==> src/fpa_pkg.sv <==
// Types and constants of the flash page allocator.
// Used by every module of the block; depends on nothing.
package fpa_pkg;

	localparam int unsigned NUM_BLOCKS_DEF      = 1024;
	localparam int unsigned PAGES_PER_BLOCK_DEF = 256;
	localparam int unsigned BLK_W               = 10;
	localparam int unsigned ADDR_W              = 18;
	localparam int unsigned OPA_W               = 11;
	localparam logic [OPA_W-1:0] OPA_RESET      = 11'd32;
	localparam int unsigned CMDQ_DEPTH          = 2;

	typedef enum logic [1:0] {
		OP_ADD   = 2'd0,
		OP_ALLOC = 2'd1,
		OP_FREE  = 2'd2,
		OP_CLEAR = 2'd3
	} op_t;

	typedef enum logic [1:0] {
		ST_OK    = 2'd0,
		ST_EMPTY = 2'd1,
		ST_FULL  = 2'd2
	} status_t;

	typedef enum logic [2:0] {
		CK_NOP,
		CK_ADD,
		CK_ALLOC,
		CK_FREE,
		CK_CLEAR
	} cmd_kind_t;

	typedef enum logic {
		BK_EXEC,
		BK_FETCH
	} back_state_t;

	typedef struct packed {
		op_t              op;
		logic [BLK_W-1:0] block_index;
		logic             bad_block;
		logic             pool;
	} req_t;

	typedef struct packed {
		logic [ADDR_W-1:0] page_address;
		status_t           status;
	} rsp_t;

	typedef struct packed {
		cmd_kind_t        kind;
		logic [BLK_W-1:0] block_index;
		logic             pool;
	} cmd_t;

endpackage

==> src/fpa_front.sv <==
// Front end: accepts requests and decodes them into commands.
// Depends on fpa_pkg; feeds fpa_cmdq.
module fpa_front (
	input  logic          clk,
	input  logic          arst_n,
	input  logic          req_valid,
	output logic          req_stall,
	input  fpa_pkg::req_t req,
	output logic          push_valid,
	output fpa_pkg::cmd_t push_data,
	input  logic          push_ready
);
	import fpa_pkg::*;

	logic valid_s1;
	cmd_t cmd_s1;
	cmd_t cmd_dec;
	logic accept;

	always_comb begin
		cmd_dec.block_index = req.block_index;
		cmd_dec.pool        = req.pool;
		case (req.op)
			OP_ADD:   cmd_dec.kind = req.bad_block ? CK_NOP : CK_ADD;
			OP_ALLOC: cmd_dec.kind = CK_ALLOC;
			OP_FREE:  cmd_dec.kind = CK_FREE;
			OP_CLEAR: cmd_dec.kind = CK_CLEAR;
			default:  cmd_dec.kind = CK_NOP;
		endcase
	end

	assign req_stall  = valid_s1 && !push_ready;
	assign accept     = req_valid && !req_stall;
	assign push_valid = valid_s1;
	assign push_data  = cmd_s1;

	always_ff @(posedge clk or negedge arst_n) begin
		if (!arst_n) begin
			valid_s1 <= 1'b0;
		end else if (accept) begin
			valid_s1 <= 1'b1;
		end else if (push_ready) begin
			valid_s1 <= 1'b0;
		end
	end

	always_ff @(posedge clk) begin
		if (accept) begin
			cmd_s1 <= cmd_dec;
		end
	end

endmodule

==> config.mk <==
export PLATFORM = sky130hd
export DESIGN_NAME = fpa_front
export DESIGN_NICKNAME = d
export VERILOG_FILES = /design/src/fpa_pkg.sv /design/src/fpa_front.sv
export SDC_FILE = /design/constraint.sdc
export NUM_CORES = 1
export LEC_CHECK = 0
export ABC_AREA = 1
export BUFFER_PORTS_ARGS = -buffer_cell sky130_fd_sc_hd__buf_2
export CAP_MARGIN = 5
export CORE_UTILIZATION = 39
export DETAILED_ROUTE_END_ITERATION = 12
export PLACE_DENSITY = 0.81
export RECOVER_POWER = 50
export SLEW_MARGIN = 10
export SYNTH_ARGS = -nofsm -noshare
export SYNTH_HDL_FRONTEND = slang
export SYNTH_SLANG_ARGS = --single-unit
export TNS_END_PERCENT = 100
==> constraint.sdc <==
create_clock -name clk -period 1.3 [get_ports clk]
set_input_delay 0.26 -clock clk [delete_from_list [all_inputs] [get_ports clk]]
set_output_delay 0.26 -clock clk [all_outputs]
set_load 0.01 [all_outputs]
Word-level counts from Yosys, hierarchy flattened
Index checks and enable logic that the tools add are counted.
Operators by class
  $add $sub $neg: 0
  multiply operators: 0
  divide/modulo/power cells: 0
  magnitude comparators: 0
  eq/ne operators: 3
  shifts and indexed selects: 0
  muxes and demuxes: 4
  bitwise operators: 0
  reduce and logical (&&, ||, !) cells: 6
Operators with widths (number)
  one-hot mux 3 bit (4 select lines): 1
  == test 2 bit (second input constant): 2
  two-way mux 1 bit: 3
  == test 2 x 1 -> 1 bit (second input constant): 1
  logical AND 1 bit: 2
  zero test 1 bit: 2
  zero test 2 bit: 1
  nonzero test 2 bit: 1
Word-level totals
  register bits: 15
  latch bits: 0
  bits in writable memories: 0
  ROM bits: 0
  input bits: 18
  output and inout bits: 16
  memories kept: 0

Logic depth before layout (Yosys ltp)
Gate-level depths: netlist (run 1).
  depth after elaboration: 5
  depth in mapped cells: 5

Worst setup path before layout (run 1)
No wires, ideal clock.
  path type: register -> register
  from: reg valid_s1 (netlist: push_valid)
  to: reg cmd_s1 (netlist bit push_data[0]) (enable)
  setup time: 0.375 ns
  arrival: 0.894 ns
  required time: 0.925 ns
  setup slack: 0.031 ns
  stages on the path, launching flop included: 2
  period minus slack after synthesis: 1.269 ns
  cells stage by stage: dfrtp_1 > a21oi_2
On the way
  word-level cells in the longest chain between the ends: 3
RTL lines
  start, declared: RTL line fpa_front.sv:15  | logic valid_s1;
  start signal, assigned: RTL line fpa_front.sv:39  | valid_s1 <= 1'b0;
  start signal, assigned: RTL line fpa_front.sv:41  | valid_s1 <= 1'b1;
  start signal, assigned: RTL line fpa_front.sv:43  | valid_s1 <= 1'b0;
  logical AND 1 bit: RTL line fpa_front.sv:32  | assign req_stall = valid_s1 && !push_ready;
  zero test 1 bit: RTL line fpa_front.sv:33  | assign accept = req_valid && !req_stall;
  logical AND 1 bit: RTL line fpa_front.sv:33
  named net accept: RTL line fpa_front.sv:18  | logic accept;
  end signal, assigned: RTL line fpa_front.sv:49  | cmd_s1 <= cmd_dec;
  end, declared: RTL line fpa_front.sv:16  | cmd_t cmd_s1;
The timed path passes the listed nets, and every way through them passes these cells.
A chain may end at the register's enable or synchronous reset.

Worst setup path after layout (run 1)
  from: reg valid_s1 (netlist: push_valid)
  to: reg cmd_s1 (netlist bit push_data[2]) (enable)
The elaborated chain is that of the path after synthesis.

==> results of run 1 <==
layout by cell type, fill, tap and decap left out, drive strengths merged:
master | netlist | layout
buf | 0 | 33
edfxtp | 14 | 14
inv | 6 | 6
clkbuf | 0 | 5
nor2 | 3 | 3
ha | 3 | 3
nand2 | 1 | 1
a21oi | 1 | 1
o21ai | 1 | 1
dlygate4sd3 | 0 | 1
dfrtp | 1 | 1
through the flow:
stage	total power [mW]	instance area (um2)	utilization, %	worst slack, ps
6_report	0.907	756	58.8	115
2_1_floorplan	0.620	538	-	30.8
5_1_grt	0.956	756	58.8	74.5
4_1_cts	0.930	778	60.6	103
3_5_place_dp	0.687	742	57.7	265
3_3_place_gp	0.684	742	57.7	281
final timing paths:
| path | start | slack, ps | cells past startpoint | end |
|---|---|---|---|---|
| max | push_valid$_DFFE_PN0P_ | 110 | 2 | push_data[2]$_DFFE_PP_ |
| min | req[6] | 170 | 1 | push_data[5]$_DFFE_PP_ |
| max reg2reg | push_valid$_DFFE_PN0P_ | 110 | 2 | push_data[2]$_DFFE_PP_ |
| min reg2reg | push_valid$_DFFE_PN0P_ | 570 | 2 | push_valid$_DFFE_PN0P_ |
| max in group asynchronous | arst_n | 930 | 2 | push_valid$_DFFE_PN0P_ |
| min in group asynchronous | arst_n | 290 | 2 | push_valid$_DFFE_PN0P_ |
routing by layer:
layer / share of wire [%] / up-vias / global-route usage (%)
met5: 0 / - / 0
met4: 1.2 / 0 / 7.76
met3: 12 / 2 / 4.05
met2: 46 / 23 / 17.1
met1: 41 / 148 / 12.9
li1: - / 180 / -
flip-flops by register name, indices dropped and copies added, names as in the netlist:
| signal | count |
|---|---|
| push_data | 14 |
| push_valid | 1 |
logic make-up (layout without fill, tap and decap cells):
kind of cell    count (synthesis)  in the layout  share of synthesized area (%)
buf+inv                         6             45                           4.19
fa+ha+maj                       3              3                           6.98
flops                          15             15                           82.8
compound gates                  2              2                           3.26
simple gates                    4              4                           2.79
power groups by stage:
| stage | logic [mW] | clock network (mW) | registers, mW |
|---|---|---|---|
| 6_report | 0.0980 | 0.242 | 0.567 |
| 5_1_grt | 0.109 | 0.277 | 0.570 |
| 4_1_cts | 0.111 | 0.251 | 0.568 |
| 3_5_place_dp | 0.108 | 0 | 0.579 |
| 3_3_place_gp | 0.106 | 0 | 0.578 |
| 2_1_floorplan | 0.0245 | 0 | 0.595 |
critical path: stages (launching register included):
cell	delay [ps]
dfrtp_1	390
a21oi_1	140
clkbuf_2	320
cell type report:
cell class / count / area share, %
flip-flops and latches: 15 / 58.9
repair buffers: 35 / 23.8
multi-input cells: 9 / 8.28
clock buffers: 4 / 3.48
inverters: 6 / 2.98
well taps: 15 / 2.48
what timing repair did:
action	CTS	global route
endpoints found under the hold margin	1	0
hold buffers	1	0
endpoints found under the setup margin	0	0
==> run metrics, run 1 <==
status complete, no violations; most frequent cell after synthesis edfxtp_1; number of flops mapped to enable cells by yosys 14; H-tree Lvls 1; critical path startpoint category register; initial antenna violation count 0; postcts setup bufs 0; CTS tree yes; Commonest cells post-synth edfxtp_1 (14), inv_1 (5), ha_1 (3), nor2_1 (3); clock insertion delay at the later pin of the skew report roughly 260 ps; DRT Pass-1 Iters 2; # nets final slightly above 90; Post-synth top flop edfxtp_1; Fmax achieved around 840 MHz; worst slew pin tran 328 ps; Port Buffers 33; Max Cap Viol 0; # diodes 0; worst clock skew about 3.7 ps; Worst setup EP type register; Final Hold Slack around 170 ps; Total GRT Usage about 11%; Clk pwr share approximately a quarter; max_slew headroom 78.1%; Fillers about 110; Area Overhead vs Synth 40.5%; register area ~450 um2; CP Data Required Time between 1000 and 1500 ps; post-synth top area share roughly four fifths; Die Span Y a little under 40 um; Multi-input gate area 62.6 um2; drc violations 0; CORE AREA between 1000 and 1500 um2; Crit Path Class register to register; Post-Syn Nets a little over 50; GRT overflow 0; post-route ant nets 0; final period utilization 91.2%; Comb power frac about 11%; total clock sinks 15; CP arrival ~1100 ps; setup repair after global routing missed its margin false; critical path peak fanout 14; Slew Limit Fails 0; Area contributors post-synth edfxtp_1 (78%), ha_1 (7.0%), dfrtp_1 (4.7%); Placer Congestion 0.517; Sw Pwr 0.182 mW; pwr/cell area 1200 nW/um2; I/O Pins 34; die width between 30 and 40 um; wire per inst 10.1 um; clock period minus worst slack between 1000 and 1500 ps; routed wire length 848 um; worst vdd ir between 0.6 and 0.7 mV; synthesized instance count 30; Synth Register Bits 15; Ys Warns 0; PostCTS Resize Cnt 0; DP HPWL between 600 and 700 um; final hold vios 0; drt via density about 4.2; Switching Share between 20% and 30%; layout cells sized above 1 55.1%; P_int about 0.73 mW; Num CTS Buffers 3; Cells after DPL 79; post-synthesis sequential area ratio roughly 83%; initial core utilization 41.9%; clock-pin slew on the worst setup and hold paths around 70 ps; Post-Synthesis Cell Area between 500 and 600 um2; Async SR Flop Fraction 6.67%; Site Rows 13; first-pass GRT wire length ~1100 um; die area 1530 um2; number of global-route vias before repair 270; Hold WC Path Type primary input to register; post-synth top area cell edfxtp_1; TNS Setup 0 ps; sequential power share around 63%; synth unique cells 9; total number of vias ~350; Detailed Route Iter0 Violations 1; Clock Tree Root clkbuf_4; Finish-stage setup viols 0; largest net degree at the start of global routing 15; Lkg Pwr approximately 0.37 nW; Clock Tree Buf Depth 2; synthesized area per cell about 18 um2; Cell Count, Final, Fillers Out between 80 and 90
No activity file was read; power rests on OpenSTA's default activity.
==> run 2, diff against run 1 <==
Settings changed: BUFFER_PORTS_ARGS -buffer_cell sky130_fd_sc_hd__buf_2 to -buffer_cell sky130_fd_sc_hd__clkbuf_2, CORE_AREA set to 2 2 39 41, CORE_UTILIZATION 39 to not set, DIE_AREA set to 0 0 41 43, PLACE_DENSITY 0.81 to 0.84, TNS_END_PERCENT 100 to not set.
Clock period 1.3 ns to 1.52 ns, I/O delays scaled along.
==> run 2 against run 1 <==
Clock skew grew 3.1 ps. Largest cell class unchanged. Total power shrank 14%. Register-to-register slack gained 180 ps. Critical endpoint is now req_stall. Critical path type is now register to primary output. Largest power group unchanged.
==> run metrics, run 2 (synthesized netlist as in run 1, its figures left out) <==
layout cells sized above 1 around 55%; Fillers around 120; H-tree Lvls 1; setup repair after global routing missed its margin false; wire per inst roughly 9.5 um; Area Overhead vs Synth 40.7%; PostCTS Resize Cnt 0; Final WS setup 296 ps; first-pass GRT wire length about 1200 um; drt via density 4.13; Slew Limit Fails 0; Multi-input gate area 62.6 um2; sequential power share between 60% and 70%; routed wire length slightly above 800 um; worst slew pin tran 331 ps; # diodes 0; DP Worst Slack ~420 ps; max_slew headroom between 70 and 80%; Cell Count, Final, Fillers Out 85; clock insertion delay at the later pin of the skew report around 270 ps; Switching Share between 20% and 30%; final period utilization slightly above 80%; Max Cap Viol 0; status complete, no violations; Fmax achieved about 820 MHz; drc violations 0; largest net degree at the start of global routing 15; CP Data Required Time roughly 1200 ps; register area 445 um2; critical path peak fanout 3; # nets final 91; pwr/cell area between 1000 and 1500 nW/um2; die area 1760 um2; Hold WC Path Type primary input to register; die width approximately 40 um; Port Buffers 33; CP arrival approximately 920 ps; total power about 0.78 mW; Total GRT Usage under 10%; Crit Path Class register to primary output; DRT Pass-1 Iters 2; worst clock skew a little under 7 ps; Finish-stage setup viols 0; initial antenna violation count 0; Num CTS Buffers 3; total clock sinks 15; CORE AREA around 1400 um2; clock period minus worst slack 1220 ps; clock-pin slew on the worst setup and hold paths around 80 ps; CTS tree yes; number of global-route vias before repair around 290; DP HPWL roughly 690 um; Largest register FFs 14; most frequent cells in the layout clkbuf_2 (33), edfxtp_1 (14), inv_1 (5); P_int between 0.6 and 0.7 mW; Die Span Y approximately 43 um; GRT overflow 0; Clk pwr share between 20% and 30%; Worst setup EP type primary output; Comb power frac between 10% and 20%; total number of vias between 300 and 400; Cells after DPL 80; initial core utilization 38.9%; post-route ant nets 0; I/O Pins 34; final hold vios 0; worst vdd ir about 0.43 mV; Clock Tree Root clkbuf_4; Clock Tree Buf Depth 2; Final Hold Slack 205 ps; TNS Setup 0 ps; Sw Pwr roughly 0.16 mW; most common cell after layout, fill and taps aside clkbuf_2; Placer Congestion around 0.62; Lkg Pwr between 0.3 and 0.4 nW; Detailed Route Iter0 Violations 1; Site Rows 14; critical path startpoint category register
[run 2: changes by cell type in the layout (fill, tap and decap cells not counted)]
| cell | previous run | this run |
|---|---|---|
| buf_2 | 33 | 0 |
| clkinv_2 | 0 | 1 |
| clkbuf_2 | 1 | 33 |
[run 2: worst paths after layout]
| check | start | end | slack (ps) | cells past startpoint |
|---|---|---|---|---|
| min | req[10] | push_data[9]$_DFFE_PP_ | 200 | 1 |
| max reg2reg | push_valid$_DFFE_PN0P_ | push_data[2]$_DFFE_PP_ | 300 | 2 |
| min reg2reg | push_valid$_DFFE_PN0P_ | push_valid$_DFFE_PN0P_ | 580 | 2 |
| min in group asynchronous | arst_n | push_valid$_DFFE_PN0P_ | 340 | 2 |
| max | push_valid$_DFFE_PN0P_ | req_stall | 300 | 3 |
| max in group asynchronous | arst_n | push_valid$_DFFE_PN0P_ | 1100 | 2 |
[run 2: metal layers]
metal | track usage, % | share of wire (%)
met5 | 0 | 0
met4 | 6.00 | 0
met3 | 3.66 | 16
met2 | 12.8 | 41
met1 | 13.6 | 43
[run 2: repair_timing]
item                                   4_1_cts  5_1_grt
buffers inserted                             0        0
endpoints found under the hold margin        1        0
hold buffers                                 1        0
[run 2: power groups by stage]
stage,clock [mW],sequential [mW],combinational [mW]
2_1_floorplan,0,0.509,0.0210
3_3_place_gp,0,0.496,0.0848
3_5_place_dp,0,0.496,0.0870
4_1_cts,0.216,0.487,0.0894
5_1_grt,0.235,0.489,0.0945
6_report,0.207,0.486,0.0827
[run 2: cell type report]
cell class                 instances  area share [%]
tap                               16            2.64
inverter                           6            2.98
clock inverter                     1           0.661
multi-input combinational          9            8.26
timing repair buffer              35            23.6
clock buffer                       3            2.98
sequential                        15            58.8
[run 2: critical path, cell delays in order, from the launching register on]
cell and delay, ps:
dfrtp_1 380, inv_1 60, nor2_1 80, clkbuf_2 130
[run 2: per-stage QoR]
stage	util, %	instance area [um2]
after floorplan	-	538
after global placement	52.8	731
after detailed placement	52.8	731
after CTS	55.5	768
after global routing	54.7	757
final	54.7	757
==> run 3, diff against run 2 <==
Settings changed: CORE_AREA 2 2 39 41 to not set, CORE_UTILIZATION set to 39, DIE_AREA 0 0 41 43 to not set, PLACE_DENSITY 0.84 to 0.81.
Clock period 1.52 ns to 1.3 ns, I/O delays scaled along.
==> run 3 against run 2 <==
Clock skew fell by 6.3 ps. Final area fell by 0.66%. Die area fell by 13%. Largest power group unchanged. Critical path depth fell by 1. Combinational power rose by 17%. Clock-buffer cell count did not move. Via count rose by 1.7%. Total power rose by 19%. Critical endpoint is now push_data[10]$_DFFE_PP_. Non-clock buffer count did not move.
==> run metrics, run 3 (synthesized netlist as in run 1, its figures left out) <==
status complete, no violations; critical path peak fanout 14; Clk pwr share 27.8%; Hold-fix buffers, CTS 1; total power 0.922 mW; CP arrival between 1000 and 1500 ps; Fmax achieved slightly above 800 MHz; Clock Tree Root clkbuf_4; CP Data Required Time around 1300 ps; Cell Count, Final, Fillers Out 84; PostCTS Resize Cnt 0; Total GRT Usage 13.7%; clock period minus worst slack approximately 1200 ps; Port Buffers 33; Num CTS Buffers 3; first-pass GRT wire length between 1000 and 1500 um; Cells after DPL a little under 80; Hold WC Path Type primary input to register; drc violations 0; initial antenna violation count 0; Sw Pwr 0.203 mW; clock-pin slew on the worst setup and hold paths about 90 ps; Worst setup EP type register; GRT overflow 0; register area 445 um2; Placer Congestion between 0.5 and 0.6; TNS Setup 0 ps; max_slew headroom 76.0%; Final WS setup approximately 81 ps; H-tree Lvls 1; drt via density ~4.3; routed wire length 920 um; Comb power frac between 10% and 20%; most common cell after layout, fill and taps aside clkbuf_2; total clock sinks 15; DRT Pass-1 Iters 2; postcts setup bufs 0; pwr/cell area 1230 nW/um2; most frequent cells in the layout clkbuf_2 (30), edfxtp_1 (14), inv_1 (5); layout cells sized above 1 50.7%; worst vdd ir around 0.52 mV; post-route ant nets 0; DP Worst Slack roughly 260 ps; die width about 39 um; worst clock skew around 0.46 ps; Multi-input gate area between 60 and 70 um2; worst slew pin tran between 300 and 400 ps; wire per inst 11.0 um; # diodes 0; die area approximately 1500 um2; number of global-route vias before repair ~320; critical path startpoint category register; P_int around 0.72 mW; fin util 58.5%; # nets final 91; total number of vias approximately 360; final hold vios 0; initial core utilization between 40% and 50%; Detailed Route Iter0 Violations 2; Die Span Y 39.1 um; sequential power share 61.7%; Lkg Pwr 0.365 nW; final period utilization a little over nine tenths; Finish-stage setup viols 0; Site Rows 13; Area Overhead vs Synth 39.8%; CORE AREA around 1300 um2; Slew Limit Fails 0; largest net degree at the start of global routing 15; I/O Pins 34; Switching Share approximately 22%; CTS tree yes; Clock Tree Buf Depth 2; clock insertion delay at the later pin of the skew report between 200 and 300 ps; setup repair after global routing missed its margin false; Max Cap Viol 0; dpl cell area 742 um2; Fillers between 100 and 150; fin area about 750 um2; Largest register FFs 14; Crit Path Class register to register; Final Hold Slack approximately 160 ps
==> run 3: cell counts in the layout (fill, tap and decap cells not counted) <==
Identical to the previous run, type by type.
==> run 3: power groups by stage <==
stage	registers (mW)	clock network (mW)	logic [mW]
2_1_floorplan	0.595	0	0.0245
3_3_place_gp	0.579	0	0.106
3_5_place_dp	0.581	0	0.109
4_1_cts	0.570	0.268	0.112
5_1_grt	0.571	0.279	0.109
6_report	0.569	0.256	0.0971
==> run 3: path summary, 6_finish.rpt <==
kind                                   startpoint                       to  slack, ps  cells after the start
min in group asynchronous                  arst_n   push_valid$_DFFE_PN0P_        280                      2
max in group asynchronous                  arst_n   push_valid$_DFFE_PN0P_        930                      2
max reg2reg                push_valid$_DFFE_PN0P_  push_data[10]$_DFFE_PP_         80                      2
min                                        req[7]   push_data[6]$_DFFE_PP_        160                      1
max                        push_valid$_DFFE_PN0P_  push_data[10]$_DFFE_PP_         80                      2
min reg2reg                push_valid$_DFFE_PN0P_   push_valid$_DFFE_PN0P_        580                      2
==> run 3: cell type report <==
type | count | share of cell area [%]
Inverter | 6 | 3.00
Clock buffer | 3 | 3.00
Tap cell | 15 | 2.50
Multi-Input combinational cell | 9 | 8.32
Clock inverter | 1 | 0.666
Timing Repair Buffer | 35 | 23.3
Sequential cell | 15 | 59.2
==> run 3: critical path, cell delays in order (launching register included) <==
cell and delay, ps:
dfrtp_1 400, a21oi_1 150, clkbuf_2 350
==> run 3: layer usage <==
metal / GRT usage, % / routed length [um] / up-vias
met4: 10.3 / 0 / 0
met3: 3.47 / 98 / 0
met2: 21.3 / 438 / 23
met1: 16.0 / 384 / 155
li1: - / - / 179
met5: 0 / 0 / -
