[config.mk]
export PLATFORM = sky130hd
export DESIGN_NAME = fpa_cmdq
export DESIGN_NICKNAME = d
export VERILOG_FILES = /design/src/fpa_pkg.sv /design/src/fpa_cmdq.sv
export SDC_FILE = /design/constraint.sdc
export NUM_CORES = 1
export LEC_CHECK = 0
export ABC_AREA = 1
export CAP_MARGIN = 20
export CELL_PAD_IN_SITES_DETAIL_PLACEMENT = 0
export CELL_PAD_IN_SITES_GLOBAL_PLACEMENT = 1
export CORE_MARGIN = 3
export CORE_UTILIZATION = 46
export CTS_BUF_LIST = sky130_fd_sc_hd__clkbuf_4 sky130_fd_sc_hd__clkbuf_8
export DETAILED_ROUTE_END_ITERATION = 12
export DONT_BUFFER_PORTS = 1
export PLACE_DENSITY_LB_ADDON = 0.05
export SKIP_LAST_GASP = 1
export SYNTH_ARGS = -nofsm -noshare
export SYNTH_HDL_FRONTEND = slang
export SYNTH_SLANG_ARGS = --single-unit
[constraint.sdc]
create_clock -name clk -period 4.3 [get_ports clk]
set_clock_uncertainty 0.1 [all_clocks]
set_input_delay 0.43 -clock clk [delete_from_list [all_inputs] [get_ports clk]]
set_output_delay 0.43 -clock clk [all_outputs]
set_load 0.005 [all_outputs]
[src/fpa_pkg.sv]
// Types and constants of the flash page allocator.
// Used by every module of the block; depends on nothing.
package fpa_pkg;

	localparam int unsigned NUM_BLOCKS_DEF      = 1024;
	localparam int unsigned PAGES_PER_BLOCK_DEF = 256;
	localparam int unsigned BLK_W               = 10;
	localparam int unsigned ADDR_W              = 18;
	localparam int unsigned OPA_W               = 11;
	localparam logic [OPA_W-1:0] OPA_RESET      = 11'd32;
	localparam int unsigned CMDQ_DEPTH          = 2;

	typedef enum logic [1:0] {
		OP_ADD   = 2'd0,
		OP_ALLOC = 2'd1,
		OP_FREE  = 2'd2,
		OP_CLEAR = 2'd3
	} op_t;

	typedef enum logic [1:0] {
		ST_OK    = 2'd0,
		ST_EMPTY = 2'd1,
		ST_FULL  = 2'd2
	} status_t;

	typedef enum logic [2:0] {
		CK_NOP,
		CK_ADD,
		CK_ALLOC,
		CK_FREE,
		CK_CLEAR
	} cmd_kind_t;

	typedef enum logic {
		BK_EXEC,
		BK_FETCH
	} back_state_t;

	typedef struct packed {
		op_t              op;
		logic [BLK_W-1:0] block_index;
		logic             bad_block;
		logic             pool;
	} req_t;

	typedef struct packed {
		logic [ADDR_W-1:0] page_address;
		status_t           status;
	} rsp_t;

	typedef struct packed {
		cmd_kind_t        kind;
		logic [BLK_W-1:0] block_index;
		logic             pool;
	} cmd_t;

endpackage

[src/fpa_cmdq.sv]
// Short command queue between front end and back end.
// Depends on fpa_pkg.
module fpa_cmdq (
	input  logic          clk,
	input  logic          arst_n,
	input  logic          push_valid,
	input  fpa_pkg::cmd_t push_data,
	output logic          push_ready,
	output logic          pop_valid,
	output fpa_pkg::cmd_t pop_data,
	input  logic          pop_ready
);
	import fpa_pkg::*;

	localparam int unsigned PTR_W = $clog2(CMDQ_DEPTH);
	localparam int unsigned CNT_W = $clog2(CMDQ_DEPTH + 1);

	cmd_t             entry_q [CMDQ_DEPTH];
	logic [PTR_W-1:0] wr_ptr_q;
	logic [PTR_W-1:0] rd_ptr_q;
	logic [CNT_W-1:0] count_q;
	logic             do_push;
	logic             do_pop;

	assign push_ready = count_q != CNT_W'(CMDQ_DEPTH);
	assign pop_valid  = count_q != '0;
	assign pop_data   = entry_q[rd_ptr_q];
	assign do_push    = push_valid && push_ready;
	assign do_pop     = pop_valid && pop_ready;

	always_ff @(posedge clk or negedge arst_n) begin
		if (!arst_n) begin
			wr_ptr_q <= '0;
			rd_ptr_q <= '0;
			count_q  <= '0;
		end else begin
			if (do_push) begin
				wr_ptr_q <= (wr_ptr_q == PTR_W'(CMDQ_DEPTH - 1)) ? '0 : wr_ptr_q + 1'b1;
			end
			if (do_pop) begin
				rd_ptr_q <= (rd_ptr_q == PTR_W'(CMDQ_DEPTH - 1)) ? '0 : rd_ptr_q + 1'b1;
			end
			if (do_push && !do_pop) begin
				count_q <= count_q + 1'b1;
			end else if (do_pop && !do_push) begin
				count_q <= count_q - 1'b1;
			end
		end
	end

	always_ff @(posedge clk) begin
		if (do_push) begin
			entry_q[wr_ptr_q] <= push_data;
		end
	end

endmodule

# After elaboration in Yosys (flattened, before gate mapping)
# Memories as Yosys holds them, arrays and structs flattened.
# Cells that the tools add are included.
[totals]
memories = 1
wordCells = 23
regBits = 4
out_inout_bits = 16
mem_bits_rw = 28
inputBits = 18
[mem_list]
columns = ["memory", "words", "word_bits", "rd", "rd_clocked_by_memory_dff", "wr", "line_no", "text"]
rows = [
  ["entry_q", 2, 14, 1, 0, 1, "fpa_cmdq.sv:18", "cmd_t entry_q [CMDQ_DEPTH];"],
]
[op_classes]
n_reduce_logical = 8
add_sub_neg = 4
n_mux = 6
n_eq_ne = 1
[ops]
columns = ["op", "count"]
rows = [
  ["$logic_and A1 B1 Y1", 4],
  ["$mux W1", 4],
  ["$mux W2", 2],
  ["$reduce_bool A2 Y1", 2],
  ["$add A1 B1 Y1 const B", 2],
  ["$add A2 B1 Y2 const B", 1],
  ["$logic_not A1 Y1", 2],
  ["$ne A2 B2 Y1 const B", 1],
  ["$sub A2 B1 Y2 const B", 1],
]

# Depth between registers and ports, before layout
# Gate-level depths: netlist of run 1.
[depth]
depth_word = 6
depth_mapped = 10
ltp_nobuf = 10

# Worst setup path after synthesis of run 1
# OpenSTA, ideal clock, no wires.
[synth_path]
path_type = "register to register"
from = "reg count_q[0]"
to = "mem entry_q[0][0] (netlist name) (enable)"
path_stages_with_launch = 5
synth_period_minus_slack_ns = 1.671
setup_ns = 0.384
arrival_ns = 1.187
slack_ns = 2.629
path_buffers = 0
required_ns = 3.816
path_cell_list = "dfrtp_1 -> inv_2 -> nand2_4 -> nand2_4 -> nor2_1"
[synth_via]
elab_chain_cells = 4
[synth_lines]
columns = ["item", "line_no", "text"]
rows = [
  ["start: declaration", "fpa_cmdq.sv:21", "logic [CNT_W-1:0] count_q;"],
  ["start signal: assignment", "fpa_cmdq.sv:44", "count_q <= count_q + 1'b1;"],
  ["start signal: assignment", "fpa_cmdq.sv:46", "count_q <= count_q - 1'b1;"],
  ["$ne A2 B2 Y1", "fpa_cmdq.sv:25", "assign push_ready = count_q != CNT_W'(CMDQ_DEPTH);"],
  ["net push_ready", "fpa_cmdq.sv:8", "output logic push_ready,"],
  ["$logic_and A1 B1 Y1", "fpa_cmdq.sv:28", "assign do_push = push_valid && push_ready;"],
  ["$mux W1", "fpa_cmdq.sv:52", "if (do_push) begin"],
  ["$mux W1 (not written as such)", "fpa_cmdq.sv:53", "entry_q[wr_ptr_q] <= push_data;"],
  ["end: declaration", "fpa_cmdq.sv:18", ""],
]
# The timed path passes the listed nets, and every way through them passes these cells.

==> metrics list, run 1 <==
- Final Hold Vio Count: 0
* Pwr Density: 679 mW/mm²
* Pin count of the biggest net entering global routing: 17
* Adder-Cell Fraction of Synth Area: 0.976%
* Slew Viols, Final: 0
- Crit Path Max Fanout: 16
- In the post-route analysis, the smallest setup slack over all paths is around 2.4 ns.
- The worst setup path is captured at an output port.
- Count of input and output buffers: 0
* Routed length per instance: 14.0 µm
- Count of cells along the worst register-to-register path: 5
* Critical path required time: 3.77 ns
- Setup repair after global routing left no endpoint under its margin.
- Count of distinct cell types in the synthesized netlist: 15
- Die W: 58.8 µm
- The most numerous cell type found on the critical path is sky130_fd_sc_hd__nand2_1.
- The tree built by TritonCTS fans out to 32 sinks.
- GR Overflow Total: 0
* Cell depth of the worst hold path: 0
- WS Path Type: reg -> out
- Peak supply drop: 0.410 mV
- Routed Antenna Nets: 0
* Final setup violating endpoints: 0
* Post-synthesis net count: 121
- For this configuration, the core starts out at a cell density of 50.0%.
- DP Wirelength: 1360 µm
* Category of the worst setup path launch point: flip-flop
- Clock buffers created by TritonCTS: 5
* Crit-path slowest cell: sky130_fd_sc_hd__dfrtp_1
- Count of nets after finishing: ~130
* Die Area: 0.00346 mm²
- Static leakage: 0.581 nW
- Vert. Die Dim: 58.8 µm
- Fraction of final layout cells sized beyond drive strength 1: between 10 and 15%
- Before CTS, the worst setup slack after placement is 2.30 ns.
* Placed cell count: 129
- The number of global-route vias before repair came to 704.
* Total number of placement rows: 18
- Synth Area in Simple Gates: 18.6%
- Post-detailed-route DRC marker count: 0
* GP Congestion: around 0.71
- Period utilisation layout: 44.3%
- Clock-pin slew was measured on the worst setup and hold paths at 0.09 ns.
- Number of warnings reported in the yosys synthesis log: 0
- Type of the tightest min-delay check: in -> reg
- Counting I/O delays and the setup requirement, the final critical path takes 1.90 ns.
- For this run, the total global-route usage over all layers was measured as approximately an eighth.
* Final hold slack: 0.0998 ns
- Cell at the root of the clock tree: sky130_fd_sc_hd__clkbuf_4
* Cell count after synthesis: roughly 100
* # diodes: 0
- Post-Syn Area per Cell: 12.6 µm²
- Cell Chain, Critical Path: inv_6 > nand2_1 > nand2_1
* Number of primary I/O pins: 34
* Area growth from synthesis to layout: 8.39%
- The synthesized design contains 32 register bits.
- For this run, the top clock speed supported by timing is 525 MHz.
- Mux share of post-synthesis cell area: 0%
- Before antenna repair, the detailed router went through 4 iterations.
* Max-slew headroom at the worst pin: 60.3%
- Cell area after synthesis: roughly 0.0013 mm²
- Leaving out filler cells and counting taps, the final layout contains 140.
- The first routing iteration left 51 violations.
- STA puts the critical path data arrival time at ~1.4 ns.
* Core Box Area: 0.00257 mm²
- The tool flagged a number of max-cap violations equal to 0.
- Vias post-DR: slightly below 700
* Seq/Total Area, Yosys: 73.4%
- TritonCTS built the clock tree.
- Post-CTS repair changed the size of 0 cells.
- Post-synthesis share of cell area spent on xor and xnor gates: 1.95%
* Clock latency at the later pin of the worst-skew pair: between 0.3 and 0.4 ns
* Final wirelength: 1960 µm
* Longest Clk Path Bufs: 2
* Ratio of routed vias to standard cells: ~5.0
- The synthesized netlist devotes 0% of its cell area to compound gates.
- For this run, the slowest stage of the critical path takes 0.73 ns.
- Global-route wire length before repair: between 3000 and 4000 µm
- CTS built an H-tree with a depth of 2.
- Final Power: around 940 µW
- The number of antenna violations at the first check in global routing came to 0.
* Worst slew pin tran: a little under 0.6 ns
- Dominant combinational cell family by area after synthesis: simple AND/OR/NAND/NOR gates
- Run status: finished, final reports clean
* Setup TNS: 0 ns
## critical path, delay by kind of cell (launching register included)
kind | cells | cell delay, ns
buf+inv | 1 | 0.14
flops | 1 | 0.73
simple gates | 2 | 0.18
## cell type report
class	instances	area (µm²)
Sequential cell	32	941
Clock inverter	3	37.5
Inverter	7	31.3
Fill cell	217	1180
Timing Repair Buffer	3	28.8
Tap cell	30	37.5
Clock buffer	5	37.5
Multi-Input combinational cell	60	277
## final timing paths
kind	from	endpoint	slack (ns)
max	rd_ptr_q	pop_data[10]	2.40
min	push_data[6]	entry_q[0][6]	0.1
max reg2reg	count_q[0]	entry_q[1][7]	2.70
min reg2reg	count_q[0]	count_q[0]	0.45
max in group asynchronous	arst_n	count_q[0]	3.66
min in group asynchronous	arst_n	count_q[1]	0.27
## cell usage in the layout (no fill, tap or decap), drive strengths merged
master	n
bufinv	1
nand2	52
xor2	1
xnor2	1
inv	7
nor2	2
clkinv	2
nand4	1
dlygate4sd3	1
dfrtp	4
edfxtp	28
buf	2
ha	1
clkbuf	5
nand3	2
## report_power, final
group          total (mW)  internal [mW]  switching [mW]
sequential          0.480          0.428          0.0514
clock               0.212          0.119          0.0930
combinational       0.252         0.0824           0.170
## sequential cells by signal (all words and copies together), names as in the netlist
name	count
count_q	2
rd_ptr_q	1
entry_q	28
wr_ptr_q	1
## routing by layer
layer,wire [µm],global-route usage (%)
met2,926,20.7
met3,269,10.1
met5,0,0
met4,31,5.83
met1,736,13.3
## cell usage after synthesis
| cell type | instances | area share, % |
|---|---|---|
| sky130_fd_sc_hd__xor2_2 | 1 | 1.3 |
| sky130_fd_sc_hd__inv_6 | 1 | 0.68 |
| sky130_fd_sc_hd__edfxtp_1 | 28 | 66 |
| sky130_fd_sc_hd__ha_1 | 1 | 0.98 |
| sky130_fd_sc_hd__nand2_4 | 2 | 1.8 |
| sky130_fd_sc_hd__nand2_1 | 48 | 14 |
| sky130_fd_sc_hd__nor2_1 | 2 | 0.59 |
| sky130_fd_sc_hd__buf_6 | 3 | 2.6 |
| sky130_fd_sc_hd__inv_2 | 2 | 0.59 |
| sky130_fd_sc_hd__inv_1 | 4 | 1.2 |
| sky130_fd_sc_hd__nand3_1 | 2 | 0.78 |
| sky130_fd_sc_hd__nand4_1 | 1 | 0.49 |
| sky130_fd_sc_hd__dfrtp_1 | 4 | 7.8 |
| sky130_fd_sc_hd__xnor2_1 | 1 | 0.68 |
| sky130_fd_sc_hd__nand2_2 | 2 | 0.98 |
## stage by stage
| stage | cell area, µm² | util [%] |
|---|---|---|
| 2_1_floorplan | 1280 | - |
| 3_3_place_gp | 1290 | 50.1 |
| 3_5_place_dp | 1290 | 50.1 |
| 4_1_cts | 1370 | 53.4 |
| 5_1_grt | 1390 | 54.1 |
| 6_report | 1390 | 54.1 |
## cells by family (layout without fill, tap and decap cells)
kind of cell | Yosys count | in the layout
xor gates and xnor gates | 2 | 2
buffers and inverters | 10 | 18
DFF | 32 | 32
and+or+nand+nor | 57 | 57
adders and majority gates | 1 | 1
## timing repair
item,in CTS,in global routing
endpoints found under the hold margin,4,0
buffers inserted,0,0
hold buffers,1,0
Note: power is estimated with default switching activity, not from simulation.
==> inputs of run 2 (changes only) <==
Settings changed: ABC_AREA 1 to 0.
Clock period 4.3 ns to 1.7 ns, I/O delays scaled along.
==> run 2 against run 1 <==
  * Flip-flop and latch count stayed put
  * Sequential share of layout area is 7.2 points lower
  * Core utilization is 7.0 points higher
  * Final area is 12% higher
  * Setup slack worse by 2.2 ns
  * Clock-buffer cell count stayed put
  * Critical endpoint is now count_q[1]
  * Largest power group unchanged
==> metrics list, run 2 <==
* Vias in the first global route: 660 (-6.3%)
* Worst R2R End: count_q[1]
- The chip width is 58.5 µm (-0.43%).
* Number of warnings reported in the yosys synthesis log: 0 (unchanged)
- The total wirelength of the detailed-routed design came to 1720 µm (-13%).
- The flip-flop count of the largest register, all copies and words added is 28 (unchanged).
- The number of synthesized flops with an enable pin came to 28 (unchanged).
* Data arrival time of the critical path: 1.65 ns (+0.28 ns)
* Endpoint type of the worst setup path: flip-flop
* GRT Resource Usage Total: 13.2% (-0.13 points)
* Routed length per instance: 14.1 µm (+0.38%)
- WS Path Type: reg -> reg
- Crit path to: count_q[1]
- Die Area: 0.00343 mm² (-0.87%)
- The number of distinct standard cells referenced by the synthesized netlist was 16 (+1).
- Max-cap violation count: 0 (unchanged)
* DP Wirelength: 1220 µm (-10%)
- Count of cells along the worst register-to-register path: 6 (+1)
- The largest fanout on the critical path was 3 (-13).
- Final-layout fill cell count: 207 (-4.6%)
- Primary FF master, synth: sky130_fd_sc_hd__edfxtp_1
- The static power due to leakage came to 0.597 nW (+2.8%).
- Final setup violating endpoints: 0 (unchanged)
* # diodes: 0 (unchanged)
- The initial core utilization came to 49.9% (about the same).
- Period minus WS final: ~1.5 ns
* Most frequent standard cell in the layout excluding fill and tap cells: sky130_fd_sc_hd__edfxtp_1
- The number of max-slew violations in the final report is 0 (unchanged).
- The worst setup path is launched from a flip-flop.
- Total number of placement rows: 18 (unchanged)
- Pwr Density: 1510 mW/mm² (+120%)
- The worst hold path belongs to the class in -> async.
- Largest registers in the final layout: entry_q (28), count_q (2)
- The via density per instance is 5.01 (+1.0%).
- Period utilisation layout: 90.6%
- Seq/Total Area, Yosys: 74.1% (+0.72 points)
- The top cell types in the final layout, fill and taps aside, are sky130_fd_sc_hd__edfxtp_1, sky130_fd_sc_hd__dlygate4sd3_1, sky130_fd_sc_hd__mux2_4, sky130_fd_sc_hd__buf_4.
* Clock latency at the later pin of the worst-skew pair: 0.32 ns (about the same)
- The net count after synthesis is 81 (-33%).
* Max-slew headroom at the worst pin: 85.2% (+25 points)
- Area growth from synthesis to layout: 22.5%
* Run status: finished, final reports clean
* Register-to-register setup slack: 0.16 ns (-2.54 ns)
* GR Overflow Total: 0 (unchanged)
- The total number of clock tree sinks came to 32 (unchanged).
- Peak supply drop: 1.02 mV (+150%)
- Count leader, synth: sky130_fd_sc_hd__edfxtp_1
* Post-detailed-route DRC marker count: 0 (unchanged)
- The first-pass detailed-route iteration total came to 4 (unchanged).
- Summed over all instances, the cell type with the most area after synthesis is sky130_fd_sc_hd__edfxtp_1.
- The floorplan core area is 0.00254 mm² (-0.88%).
- Counting flops per register, the top entry is entry_q.
* Cell count after synthesis: 62 (-39%)
- The top-level port count was 34 (unchanged).
* Worst reg2reg startpoint: count_q[1]
* Vias post-DR: 611 (-12%)
- The die outline height is 58.5 µm (-0.43%).
* Synth area leaders: sky130_fd_sc_hd__edfxtp_1, sky130_fd_sc_hd__mux2_4, sky130_fd_sc_hd__dfrtp_1, sky130_fd_sc_hd__mux2_2, sky130_fd_sc_hd__xnor2_1
* Worst slew pin tran: 0.221 ns (-0.375 ns)
- The number of H-tree branching levels came to 2 (unchanged).
* Fmax: 649 MHz
* Pin count of the biggest net entering global routing: 11 (-6)
- Longest Clk Path Bufs: 2 (unchanged)
- The required time reported for the critical path endpoint came to 1.81 ns (-1.96 ns).
- The top-area cell type share of the netlist area is 66.2% (+0.65 points).
- Counting instances in the post-synthesis netlist gives the leading cell types as sky130_fd_sc_hd__edfxtp_1, sky130_fd_sc_hd__mux2_4, sky130_fd_sc_hd__mux2_2.
* Initial antenna violation count: 0 (unchanged)
* Routed Antenna Nets: 0 (unchanged)
- The setup TNS after final layout came to 0 ns (unchanged).
* Count of state elements after synthesis: 32 (unchanged)
* Post-Syn Area per Cell: 20.5 µm² (+63%)
- The count of buffers from port buffering came to 0 (unchanged).
- The number of nets at the end of the flow is 110 (-14%).
* Detailed Route Iter0 Violations: 23 (-55%)
- The tree is rooted in a sky130_fd_sc_hd__clkbuf_4.
- The smallest hold slack is 0.0216 ns (-0.0782 ns).
- Unrepaired setup endpoints after global routing: no
* Cell area after synthesis: 0.00127 mm² (-0.98%)
- The clock-pin slew on the worst setup and hold paths was 0.09 ns (about the same).
- Clock tree from TritonCTS: done
* Global-route wire length before repair: 3190 µm (+1.8%)
- The final weighted congestion in routability-driven placement was 0.561 (-21%).
* Final Hold Vio Count: 0 (unchanged)
- The share of synthesized flip-flops with an asynchronous set or reset is 12.5% (unchanged).
- CP startpoint: count_q[1]
* Fraction of final layout cells sized beyond drive strength 1: 35.9% (+21 points)
- The number of clock buffers inserted by TritonCTS is 5 (unchanged).
[run 2: timing repair]
action                     CTS  global route
hold buffers                17             0
resized for setup            0             1
setup buffers                0             1
hold endpoints to repair    34             0
setup endpoints to repair    0             1
[run 2: power by group]
part           switching (mW)  total (mW)  internal [mW]
clock network           0.234       0.385          0.151
logic                   0.358       0.803          0.445
registers              0.0779        1.16           1.09
total                   0.669        2.35           1.68
[run 2: worst min path at each step]
stage	startpoint	endpoint	slack (ns)
finish	arst_n	count_q[0]	0.02
global placement	arst_n	count_q[1]	-0.23
floorplan	arst_n	count_q[0]	-0.23
CTS	arst_n	count_q[0]	0.008
global route	arst_n	count_q[0]	0.01
detailed placement	arst_n	count_q[1]	-0.23
[run 2: kinds of logic (layout without fill, tap and decap cells)]
group                      count (synthesis)  after routing  synth area share (%)
xor gates and xnor gates                   5              5                  3.45
adders and majority gates                  1              1                 0.985
buffers and inverters                      3             33                  2.76
DFF                                       32             32                  74.1
muxes                                     14             14                  15.1
and+or+nand+nor                            7              7                  3.65
[run 2: cell type report]
cell class                      count  area, µm²  share of cell area, %
Clock inverter                      3       13.8                  0.885
Multi-Input combinational cell     27        299                   19.2
Inverter                            1       3.75                  0.241
Timing Repair Buffer               24        223                   14.3
Clock buffer                        5       37.5                   2.41
Sequential cell                    32        941                   60.5
Tap cell                           30       37.5                   2.41
[run 2: worst max-delay path: stages (launching register included)]
cell	delay, ns
sky130_fd_sc_hd__dfrtp_1	0.44
sky130_fd_sc_hd__or2_4	0.26
sky130_fd_sc_hd__nand2_2	0.09
sky130_fd_sc_hd__ha_1	0.17
sky130_fd_sc_hd__xor2_1	0.16
sky130_fd_sc_hd__nor2_1	0.07
sky130_fd_sc_hd__xor2_1	0.13
[run 2: routing by layer]
metal	global-route usage [%]	vias to the layer above	part of all wire, %
li1	-	289	-
met2	19.8	24	47
met1	15.8	294	43
met5	0	-	0
met4	4.97	0	1.6
met3	7.46	4	8.5
[run 2: per-stage QoR]
step,instances,cell area (µm²),total power [mW],setup WS [ns],utilization (%)
final,122,1560,2.35,0.160,61.1
after global placement,96,1320,1.93,0.182,52.0
after floorplan,62,1270,1.83,0.187,-
after detailed placement,96,1320,1.95,0.117,52.0
after CTS,121,1550,2.37,0.111,60.7
after global routing,122,1560,2.53,0.0374,61.1
==> inputs of run 3 (changes only) <==
Settings changed: CELL_PAD_IN_SITES_DETAIL_PLACEMENT 0 to 1, CELL_PAD_IN_SITES_GLOBAL_PLACEMENT 1 to 2, CORE_UTILIZATION 46 to 42.
==> run 3 against run 2 <==
  * Final cell count unchanged
  * Clock-buffer cell count unchanged
  * Core utilization decreased by 5.5 points
  * Critical path depth decreased by 4
  * Register-to-register slack about the same
  * Largest power group unchanged
  * Sequential share of layout area decreased by 0.67 points
  * Fmax decreased by 2.0%
  * Setup slack got worse by 0.031 ns
  * Critical endpoint is now pop_data[0]
  * Combinational power about the same
  * Sequential power about the same
  * Total power increased by 6.1%
  * Global-route usage decreased by 0.92 points
==> metrics list, run 3 (synthesis gave the netlist of run 2 again) <==
* Final hold slack: 0.0216 ns (-0.0000682 ns)
- The via density per instance is 4.97 (-0.82%).
* Setup TNS: 0 ns (unchanged)
* Fmax: 637 MHz (-2.0%)
* Register area: 941 µm² (unchanged)
- The final period utilization was 92.4% (+1.8 points).
* Final wirelength: 1880 µm (+9.4%)
- Register bank with the most flops: entry_q
* Category of the worst setup path launch point: flip-flop
* Clock slew at the register clock pins of the worst setup and hold paths: 0.09 ns (about the same)
- Clock tree synthesis selected as its root buffer the cell sky130_fd_sc_hd__clkbuf_4.
- The flip-flop count of the largest register, all copies and words added was 28 (unchanged).
* Setup slack after placement: 0.0900 ns (-0.0266 ns)
* WS Path Type: reg -> out
- Final-layout fill cell count: 266 (+29%)
- The number of clock buffers inserted by TritonCTS is 5 (unchanged).
- The number of nets at the end of the flow came to 109 (-0.91%).
* Max-slew headroom at the worst pin: 82.9% (-2.3 points)
* Placed cell count: 96 (unchanged)
- Static leakage: 0.600 nW (+0.51%)
* Pre-antenna DRT Iters: 3 (-1)
* Final instance area: 0.00157 mm² (+1.1%)
- Endpoint type of the worst setup path: output port
- The share of layout cells above drive strength 1 was 34.1% (-1.8 points).
* Count of input and output buffers: 0 (unchanged)
- Commonest non-fill, non-tap cells in the layout: sky130_fd_sc_hd__edfxtp_1, sky130_fd_sc_hd__dlygate4sd3_1, sky130_fd_sc_hd__mux2_4, sky130_fd_sc_hd__buf_4
- The post-detailed-placement half-perimeter wirelength is 1290 µm (+5.5%).
* Final Hold Vio Count: 0 (unchanged)
- Most frequent standard cell in the layout excluding fill and tap cells: sky130_fd_sc_hd__edfxtp_1
- Largest registers in the final layout: entry_q (28), count_q (2)
* Sw frac: 27.2% (-1.3 points)
* Routed Antenna Nets: 0 (unchanged)
- The number of H-tree branching levels is 2 (unchanged).
- The die outline height came to 61.0 µm (+4.2%).
- Peak supply drop: 0.805 mV (-21%)
- The top-level port count is 34 (unchanged).
- The portion of total power attributed to sequential cells was 46.5% (-3.0 points).
- Worst slew pin tran: 0.256 ns (+0.0356 ns)
* GR Overflow Total: 0 (unchanged)
- Sinks on the clock net: 32 (unchanged)
- The final routed wire length divided by cell count is 15.4 µm (+9.4%).
- GRT Resource Usage Total: 12.3% (-0.92 points)
- Critical path required time: 1.43 ns (-0.38 ns)
- P_int: 1.82 mW (+8.0%)
- Initial antenna violation count: 0 (unchanged)
- The post-detailed-placement cell area is 0.00132 mm² (-0.47%).
- Data arrival time of the critical path: 1.30 ns (-0.35 ns)
* Global-route wire length before repair: 3020 µm (-5.6%)
* Run status: finished, final reports clean
* Pwr Density: 1590 mW/mm² (+4.9%)
* # diodes: 0 (unchanged)
- The count of standard-cell rows is 19 (+1).
- PnR worst setup slack: 0.129 ns (-0.0309 ns)
- The number of cells in the finished layout apart from fillers is 122 (unchanged).
- The number of max-slew violations in the final report is 0 (unchanged).
* Area of the multi-input gates: 299 µm² (unchanged)
- Setup repair after global routing left no endpoint under its margin.
- The shortest period the worst path allows was 1.57 ns (+0.0309 ns).
* Max-cap violation count: 0 (unchanged)
* Core Box Area: 0.00283 mm² (+11%)
* GP Congestion: 0.629 (+12%)
- Pin count of the biggest net entering global routing: 16 (+5)
* Vias post-DR: 606 (-0.82%)
* Final setup violating endpoints: 0 (unchanged)
* Area growth from synthesis to layout: 23.8%
- The number of global-route vias before repair came to 663 (+0.45%).
- Die Area: 0.00372 mm² (+8.5%)
- The residual DRC count came to 0 (unchanged).
- The chip width came to 61.0 µm (+4.2%).
- Clock latency at the later pin of the worst-skew pair: 0.31 ns (about the same)
- Detailed Route Iter0 Violations: 24 (+4.3%)
* Initial cell density of the core: 44.9% (-5.0 points)
- Switching power: 678 µW (+1.3%)
- TritonCTS built the clock tree.
- Crit Path Max Fanout: 15 (+12)
- Clock share of power: 21.4% (+5.0 points)
- Combinational cell fraction of total power: 32.1% (-2.0 points)
* Longest Clk Path Bufs: 2 (unchanged)
* Type of the tightest min-delay check: in -> async
[run 3: changes by cell type in the layout (fill, tap and decap cells not counted)]
| cell | delta |
|---|---|
| sky130_fd_sc_hd__clkinv_2 | -2 |
| sky130_fd_sc_hd__clkinv_1 | +1 |
| sky130_fd_sc_hd__buf_4 | -1 |
| sky130_fd_sc_hd__bufinv_16 | +1 |
[run 3: critical path, stage by stage, from the launching register on]
cell                      delay (ns)
sky130_fd_sc_hd__dfrtp_1        0.33
sky130_fd_sc_hd__buf_4          0.26
sky130_fd_sc_hd__mux2_2         0.39
[run 3: power by group through the flow]
stage | Combinational, mW | Clock (mW) | Sequential (mW)
after global routing | 0.885 | 0.596 | 1.19
after detailed placement | 0.756 | 0 | 1.19
after CTS | 0.795 | 0.556 | 1.17
after floorplan | 0.656 | 0 | 1.17
final | 0.801 | 0.533 | 1.16
after global placement | 0.755 | 0 | 1.18
[run 3: what timing repair did]
item,4_1_cts,5_1_grt
setup buffers,0,1
endpoints found under the hold margin,34,0
endpoints found under the setup margin,0,1
resized for setup,0,1
hold buffers,17,0
[run 3: final cells by class]
cell class	count	area share, %
flip-flops and latches	32	59.8
multi-input cells	27	19.0
repair buffers	23	13.7
well taps	31	2.47
clock buffers	5	2.39
clock inverters	3	2.39
inverters	1	0.239
[run 3: through the flow]
step	util (%)	power (mW)
floorplan	-	1.83
global placement	46.6	1.93
detailed placement	46.6	1.95
CTS	55.2	2.52
global route	55.6	2.67
finish	55.6	2.49
[run 3: path summary, 6_finish.rpt]
kind                                 start             to  slack, ns  depth (start not counted)
worst min register to register    wr_ptr_q       wr_ptr_q       0.43                          1
worst max register to register  count_q[1]     count_q[1]       0.16                          5
max in group asynchronous           arst_n     count_q[1]       1.31                          1
min in group clk                push_valid  entry_q[1][4]       0.23                          2
worst max-delay path              rd_ptr_q    pop_data[0]       0.13                          2
worst min-delay path                arst_n       rd_ptr_q       0.02                          1
[run 3: routing by layer]
| layer | share of wire (%) | up-vias | global-route usage, % |
|---|---|---|---|
| met3 | 7.3 | 2 | 6.81 |
| met5 | 0 | - | 0 |
| met1 | 40 | 297 | 12.0 |
| met4 | 0.85 | 0 | 7.43 |
| li1 | - | 285 | - |
| met2 | 51 | 22 | 20.2 |
